--- src/sv/hclc_pkg.sv ---
`timescale 1ns / 1ps
package hclc_pkg;

	localparam int HOT_ENTRIES_D         = 8;
	localparam int FIRST_CAND_ENTRIES_D  = 8;
	localparam int SECOND_CAND_ENTRIES_D = 16;
	localparam int ADDR_BITS_D           = 16;

	localparam int IN_ADDR_W = 16;

	localparam logic [1:0] LVL_NONE   = 2'd0;
	localparam logic [1:0] LVL_SECOND = 2'd1;
	localparam logic [1:0] LVL_FIRST  = 2'd2;
	localparam logic [1:0] LVL_HOT    = 2'd3;

	typedef struct packed {
		logic capture;
		logic update;
	} cmd_t;

endpackage

--- src/sv/hclc_controller.sv ---
`timescale 1ns / 1ps
module hclc_controller
	import hclc_pkg::*;
(
	input  logic clk,
	input  logic arst_n,
	input  logic start,
	output logic busy,
	output logic done,
	output cmd_t cmd
);

	localparam logic ST_IDLE   = 1'b0;
	localparam logic ST_UPDATE = 1'b1;

	logic state_q;
	logic done_q;

	assign busy        = (state_q != ST_IDLE);
	assign done        = done_q;
	assign cmd.capture = start && (state_q == ST_IDLE);
	assign cmd.update  = (state_q == ST_UPDATE);

	always_ff @(posedge clk or negedge arst_n) begin
		if (!arst_n) begin
			state_q <= ST_IDLE;
			done_q  <= 1'b0;
		end else begin
			done_q <= cmd.update;
			case (state_q)
				ST_IDLE: begin
					if (start) state_q <= ST_UPDATE;
				end
				ST_UPDATE: begin
					state_q <= ST_IDLE;
				end
				default: begin
					state_q <= ST_IDLE;
				end
			endcase
		end
	end

endmodule

--- src/sv/hclc_datapath.sv ---
`timescale 1ns / 1ps
module hclc_datapath
	import hclc_pkg::*;
#(
	parameter int HOT_ENTRIES         = HOT_ENTRIES_D,
	parameter int FIRST_CAND_ENTRIES  = FIRST_CAND_ENTRIES_D,
	parameter int SECOND_CAND_ENTRIES = SECOND_CAND_ENTRIES_D,
	parameter int ADDR_BITS           = ADDR_BITS_D
) (
	input  logic                 clk,
	input  logic                 arst_n,
	input  cmd_t                 cmd,
	input  logic [IN_ADDR_W-1:0] logical_address,
	output logic                 was_hot,
	output logic [1:0]           found_level
);

	localparam int HN  = HOT_ENTRIES;
	localparam int FN  = FIRST_CAND_ENTRIES;
	localparam int SN  = SECOND_CAND_ENTRIES;
	localparam int AW  = ADDR_BITS;
	localparam int HIW = (HN > 1) ? $clog2(HN) : 1;
	localparam int FIW = (FN > 1) ? $clog2(FN) : 1;
	localparam int SIW = (SN > 1) ? $clog2(SN) : 1;
	localparam int HCW = $clog2(HN + 1);
	localparam int FCW = $clog2(FN + 1);
	localparam int SCW = $clog2(SN + 1);

	logic [AW-1:0]  hot_q [HN];
	logic [AW-1:0]  first_q [FN];
	logic [AW-1:0]  second_q [SN];
	logic [HCW-1:0] hot_cnt_q;
	logic [FCW-1:0] first_cnt_q;
	logic [SCW-1:0] second_cnt_q;

	logic [AW-1:0]  addr_q;
	logic [1:0]     lvl_q;
	logic [HIW-1:0] hot_idx_q;
	logic [FIW-1:0] first_idx_q;
	logic [SIW-1:0] second_idx_q;
	logic           was_hot_q;
	logic [1:0]     found_level_q;

	logic [AW-1:0]  addr_in;
	logic           hot_hit, first_hit, second_hit;
	logic [HIW-1:0] hot_idx;
	logic [FIW-1:0] first_idx;
	logic [SIW-1:0] second_idx;
	logic [1:0]     lvl_in;

	logic [AW-1:0]  hot_d [HN];
	logic [AW-1:0]  first_d [FN];
	logic [AW-1:0]  second_d [SN];
	logic [HCW-1:0] hot_cnt_d;
	logic [FCW-1:0] first_cnt_d;
	logic [SCW-1:0] second_cnt_d;

	assign addr_in     = AW'(logical_address);
	assign was_hot     = was_hot_q;
	assign found_level = found_level_q;

	// parallel lookup, lowest slot wins
	always_comb begin
		hot_hit    = 1'b0;
		hot_idx    = '0;
		first_hit  = 1'b0;
		first_idx  = '0;
		second_hit = 1'b0;
		second_idx = '0;
		for (int k = HN - 1; k >= 0; k--) begin
			if ((HCW'(k) < hot_cnt_q) && (hot_q[k] == addr_in)) begin
				hot_hit = 1'b1;
				hot_idx = HIW'(k);
			end
		end
		for (int k = FN - 1; k >= 0; k--) begin
			if ((FCW'(k) < first_cnt_q) && (first_q[k] == addr_in)) begin
				first_hit = 1'b1;
				first_idx = FIW'(k);
			end
		end
		for (int k = SN - 1; k >= 0; k--) begin
			if ((SCW'(k) < second_cnt_q) && (second_q[k] == addr_in)) begin
				second_hit = 1'b1;
				second_idx = SIW'(k);
			end
		end
		if (hot_hit)         lvl_in = LVL_HOT;
		else if (first_hit)  lvl_in = LVL_FIRST;
		else if (second_hit) lvl_in = LVL_SECOND;
		else                 lvl_in = LVL_NONE;
	end

	// list update
	always_comb begin
		hot_d        = hot_q;
		first_d      = first_q;
		second_d     = second_q;
		hot_cnt_d    = hot_cnt_q;
		first_cnt_d  = first_cnt_q;
		second_cnt_d = second_cnt_q;
		case (lvl_q)
			LVL_HOT: begin
				hot_d[0] = addr_q;
				for (int k = 1; k < HN; k++) begin
					if (HIW'(k) <= hot_idx_q) hot_d[k] = hot_q[k-1];
				end
			end
			LVL_FIRST: begin
				hot_d[0] = addr_q;
				for (int k = 1; k < HN; k++) hot_d[k] = hot_q[k-1];
				if (hot_cnt_q == HCW'(HN)) begin
					first_d[0] = hot_q[HN-1];
					for (int k = 1; k < FN; k++) begin
						if (FIW'(k) <= first_idx_q) first_d[k] = first_q[k-1];
					end
				end else begin
					hot_cnt_d   = hot_cnt_q + 1'b1;
					first_cnt_d = first_cnt_q - 1'b1;
					for (int k = 0; k < FN - 1; k++) begin
						if (FIW'(k) >= first_idx_q) first_d[k] = first_q[k+1];
					end
				end
			end
			LVL_SECOND: begin
				first_d[0] = addr_q;
				for (int k = 1; k < FN; k++) first_d[k] = first_q[k-1];
				if (first_cnt_q == FCW'(FN)) begin
					second_d[0] = first_q[FN-1];
					for (int k = 1; k < SN; k++) begin
						if (SIW'(k) <= second_idx_q) second_d[k] = second_q[k-1];
					end
				end else begin
					first_cnt_d  = first_cnt_q + 1'b1;
					second_cnt_d = second_cnt_q - 1'b1;
					for (int k = 0; k < SN - 1; k++) begin
						if (SIW'(k) >= second_idx_q) second_d[k] = second_q[k+1];
					end
				end
			end
			LVL_NONE: begin
				second_d[0] = addr_q;
				for (int k = 1; k < SN; k++) second_d[k] = second_q[k-1];
				if (second_cnt_q != SCW'(SN)) second_cnt_d = second_cnt_q + 1'b1;
			end
			default: begin
				hot_cnt_d = hot_cnt_q;
			end
		endcase
	end

	always_ff @(posedge clk) begin
		if (cmd.capture) begin
			addr_q       <= addr_in;
			lvl_q        <= lvl_in;
			hot_idx_q    <= hot_idx;
			first_idx_q  <= first_idx;
			second_idx_q <= second_idx;
		end
		if (cmd.update) begin
			hot_q         <= hot_d;
			first_q       <= first_d;
			second_q      <= second_d;
			was_hot_q     <= (lvl_q == LVL_HOT);
			found_level_q <= lvl_q;
		end
	end

	always_ff @(posedge clk or negedge arst_n) begin
		if (!arst_n) begin
			hot_cnt_q    <= '0;
			first_cnt_q  <= '0;
			second_cnt_q <= '0;
		end else if (cmd.update) begin
			hot_cnt_q    <= hot_cnt_d;
			first_cnt_q  <= first_cnt_d;
			second_cnt_q <= second_cnt_d;
		end
	end

endmodule

--- src/sv/hot_cold_lru_classifier_unit.sv ---
`timescale 1ns / 1ps
// channel  | handshake           | payload
// ---------+---------------------+------------------------------
// item in  | start, busy         | logical_address[15:0]
// result   | done (one cycle)    | was_hot, found_level[1:0]
//
// an item: lookup of all three lists on the accept edge, then the update
// state shifts the lists; done is registered from that state and is
// high in the cycle after it; start may be taken again in that same cycle
// arst_n empties all lists and returns the controller to idle
// the receiver cannot stall, so done is never held
module hot_cold_lru_classifier_unit
	import hclc_pkg::*;
#(
	parameter int HOT_ENTRIES         = HOT_ENTRIES_D,
	parameter int FIRST_CAND_ENTRIES  = FIRST_CAND_ENTRIES_D,
	parameter int SECOND_CAND_ENTRIES = SECOND_CAND_ENTRIES_D,
	parameter int ADDR_BITS           = ADDR_BITS_D
) (
	input  logic                 clk,
	input  logic                 arst_n,
	input  logic                 start,
	output logic                 busy,
	input  logic [IN_ADDR_W-1:0] logical_address,
	output logic                 done,
	output logic                 was_hot,
	output logic [1:0]           found_level
);

	cmd_t cmd;

	hclc_controller u_ctrl (
		.clk    (clk),
		.arst_n (arst_n),
		.start  (start),
		.busy   (busy),
		.done   (done),
		.cmd    (cmd)
	);

	hclc_datapath #(
		.HOT_ENTRIES         (HOT_ENTRIES),
		.FIRST_CAND_ENTRIES  (FIRST_CAND_ENTRIES),
		.SECOND_CAND_ENTRIES (SECOND_CAND_ENTRIES),
		.ADDR_BITS           (ADDR_BITS)
	) u_dp (
		.clk             (clk),
		.arst_n          (arst_n),
		.cmd             (cmd),
		.logical_address (logical_address),
		.was_hot         (was_hot),
		.found_level     (found_level)
	);

endmodule
--- config.mk ---
export PLATFORM = sky130hd
export DESIGN_NAME = hot_cold_lru_classifier_unit
export DESIGN_NICKNAME = d
export VERILOG_FILES = /design/src/sv/hclc_pkg.sv /design/src/sv/hclc_controller.sv /design/src/sv/hclc_datapath.sv /design/src/sv/hot_cold_lru_classifier_unit.sv
export SDC_FILE = /design/constraint.sdc
export NUM_CORES = 1
export LEC_CHECK = 0
export BUFFER_PORTS_ARGS = -buffer_cell sky130_fd_sc_hd__buf_4
export CAP_MARGIN = 20
export CORE_AREA = 5 5 235 237
export CTS_CLUSTER_DIAMETER = 100
export DETAILED_ROUTE_END_ITERATION = 6
export DIE_AREA = 0 0 240 242
export PLACE_DENSITY = 0.71
export SYNTH_ARGS = -nofsm -noshare
export SYNTH_HDL_FRONTEND = slang
export SYNTH_SLANG_ARGS = --single-unit
--- constraint.sdc ---
create_clock -name clk -period 5.76 [get_ports clk]
set_clock_uncertainty 0.15 [all_clocks]
set_input_delay 0.864 -clock clk [delete_from_list [all_inputs] [get_ports clk]]
set_output_delay 0.864 -clock clk [all_outputs]
set_load 0.005 [all_outputs]
==> summary.md <==
| Metric | Value |
|---|---|
| Layout Nets | 2110 |
| Largest net degree at the start of global routing | 158 |
| Global-route wire length before repair | 115.4 mm |
| Clock slew at reported path FFs | 60 ps |
| Post-CTS setup buffers | 0 |
| Status | finished clean |
| P_int | 0.007637 W |
| Post-Route WL | 78.33 mm |
| Commonest non-fill, non-tap cell in the layout | edfxtp_1 |
| Crit Path Category | reg -> reg |
| Die height | 242 um |
| Placer congestion estimate | 0.9096 |
| Transition time of the tightest slew-check pin | 1125 ps |
| Startpoint types | register |
| Setup Total Neg Slack | 0 ps |
| Initial antenna violation count | 0 |
| Worst skew pair latency | 640 ps |
| Crit share post-route | 0.5961 |
| Power density over the cells | 335.5 mW/mm^2 |
| Drt drc | 0 |
| Achievable Freq | 291.3 MHz |
| Starting Density | 0.5424 |
| Total net switching power | 0.002872 W |
| Pre-CTS setup slack | 1840 ps |
| Ys flop type | edfxtp_1 |
| Minimum clock period | 3433 ps |
| Final setup margin | 2327 ps |
| Post-synth ARST share | 0.02688 |
| Antenna Cells | 0 |
| Maximum VDD drop | 0.0002657 V |
| CTS Buf Count | 58 |
| Total Routing Usage GR | 0.2626 |
| Distinct cells, synth | 49 |
| Synth area leaders | edfxtp_1 57%, mux2_2 13%, xor2_1 9.8% |
| Vias in the first global route | 17730 |
| Die Width | 240 um |
| Synthesized area | 0.02879 sq mm |
| Global routing usage on met1 | 0.3531 |
| Most frequent cells in the layout | 543 x edfxtp_1, 321 x mux2_2, 321 x xor2_1 |
| Area growth, synth to finish | 8.806% |
| Dpl cell area | 0.02948 sq mm |
| Cells on worst reg2reg path | 8 |
| Post-synth top area share | 0.5664 |
| 1st-iter DRT viols | 1836 |
| Post-synthesis sequential area ratio | 0.5795 |
| CP Capture Type | register |
| WHS | 318.0 ps |
| Met2 usage | 0.4329 |
| Leakage | 10.46 nW |
| Via/cell ratio | 6.218 |
| HP Class | reg -> reg |
| Seq pwr share | 0.493 |
| Reg2reg start | u_dp.second_cnt_q[1]$_DFFE_PN0P_ |
| Cells after Synth | 2083 |
| Design Power | 0.01051 W |
| WL/cell | 27.74 um |
| Power share of the combinational group | 0.160 |
| Number of flops mapped to enable cells by yosys | 543 |
| CTS H-tree depth | 2 |
| IO buf count | 23 |
| Worst Setup SP | u_dp.second_cnt_q[1]$_DFFE_PN0P_ |
| Yosys reg bits | 558 |
| Clock tree buffer depth | 3 |
| Ys Warns | 0 |
| Pre-antenna DRT Iters | 5 |
| Routed vias | 17560 |
| Share of cells above drive strength 1 | 0.2312 |
| Row cnt | 85 |
| Hold wc startpoint | u_dp.hot_q[64]$_DFFE_PP_ |
| I/O pin cnt | 24 |
| Top Usage Layer GRT | met2 |
| Worst-path fanout max | 13 |
| FILL cells | 4127 |
| Number of max-cap violations | 0 |
| Grt ovf | 0 |
| HPWL after detailed placement | 52.11 mm |
| Final setup fails | 0 |
| Leading area contributor after synthesis | edfxtp_1 |
| Die area | 0.05808 sq mm |
| Worst EP arrival | 3680 ps |
| Final Max Slew Viols | 0 |
| TritonCTS clock tree | yes |
| Met3 Resource Use GR | 0.04110 |
| Core area | 0.05307 sq mm |
| Net Count, Synth | 2115 |
| Clock Sinks | 558 |
| Final ANT Viol Nets | 0 |
| Clk root buf | clkbuf_16 |
| RSZ-0062 raised after global routing | false |
| Clock network power share | 0.348 |
| Worst hold path stage count | 0 |
| Slew Limit Headroom | 0.2500 |
| Hold Vio Cnt, Final | 0 |
| Final Cell Area | 0.03132 sq mm |
| Switching Fraction | 0.2733 |
| Mean Syn Cell Area | 13.82 sq um |
| Required @ worst endpoint | 6000 ps |
==> worst max-delay path, stage by stage, from the launching register on <==
cell and delay (ps):
dfrtp_1 540, or2_2 380, a21oi_1 250, nor2_1 100, nand4_1 240, inv_1 70
a2111oi_0 750, nand3_1 410, a21bo_1 290
==> synth_stat cells, types with 13 or more instances <==
cell type and count:
nor3_1 33, ha_1 13, dfrtp_1 15, mux2i_1 33, a21oi_1 52, edfxtp_1 543, nand4_1 61, buf_2 43
nor2_1 42, clkbuf_1 47, buf_4 33, mux2_2 321, nor4_1 70, nand3_1 19, o21ai_0 64, xor2_1 321
nand2_1 73, inv_1 18, xnor2_1 203
==> state kept, by name (all words and copies together), names as in the netlist <==
signal and count:
u_dp.second_q 256, u_dp.first_q 128, u_dp.hot_q 128, u_dp.addr_q 16
u_dp.second_cnt_q 5, u_dp.first_cnt_q 4, u_dp.hot_cnt_q 4, u_dp.second_idx_q 4
u_dp.first_idx_q 3, u_dp.hot_idx_q 3, u_dp.found_level 2, u_dp.lvl_q 2
u_ctrl.busy 1, u_ctrl.done 1, u_dp.was_hot 1
==> kinds of logic (layout without fill, tap and decap cells) <==
kind of cell | Yosys count | in the layout | share of synthesized area
compound gates | 152 | 152 | 0.02982
xor+xnor | 524 | 524 | 0.1594
fa+ha+maj | 13 | 13 | 0.005651
buf+inv | 147 | 192 | 0.02690
flops | 558 | 558 | 0.5795
mux | 354 | 354 | 0.1370
simple gates | 335 | 335 | 0.06168
==> final cells by class <==
class | count | area [sq um] | share of cell area
flip-flops and latches | 558 | 16680 | 0.5326
multi-input cells | 1378 | 11370 | 0.3630
clock buffers | 69 | 1503 | 0.04798
well taps | 696 | 870.8 | 0.02780
repair buffers | 64 | 508.0 | 0.01622
clock inverters | 41 | 322.8 | 0.01031
inverters | 18 | 67.56 | 0.002157
==> final timing paths <==
check | end | slack (ps)
min reg2reg | u_dp.hot_q[48]$_DFFE_PP_ | 320
min in group asynchronous | u_ctrl.busy$_DFF_PN0_ | 490
min | u_dp.hot_q[48]$_DFFE_PP_ | 320
max in group asynchronous | u_dp.second_cnt_q[3]$_DFFE_PN0P_ | 4730
max reg2reg | u_dp.lvl_q[0]$_SDFFCE_PP1P_ | 2330
max | u_dp.lvl_q[0]$_SDFFCE_PP1P_ | 2330
==> per-stage QoR <==
stage,std cells,utilization
after global placement,2712,0.5555
after floorplan,2083,-
final,2824,0.5902
after CTS,2823,0.5901
after global routing,2824,0.5902
after detailed placement,2712,0.5555
==> layer usage <==
| metal | vias to the layer above | wire length [um] |
|---|---|---|
| li1 | 7642 | - |
| met1 | 8914 | 31750 |
| met2 | 800 | 38020 |
| met3 | 205 | 5090 |
| met4 | 0 | 3470 |
| met5 | - | 0 |
==> timing repair <==
action,4_1_cts,5_1_grt
endpoints found under the setup margin,0,0
hold buffers,1,0
resized for setup,0,0
hold endpoints to repair,15,0
==> power groups by stage <==
stage,clock network (W),registers [W],logic [W]
after global routing,0.00388,0.00520,0.00180
final,0.00365,0.00518,0.00168
after CTS,0.00370,0.00517,0.00167
after global placement,0,0.00524,0.00161
after detailed placement,0,0.00525,0.00165
after floorplan,0,0.00504,0.00138
Note: power is estimated with default switching activity, not from simulation.
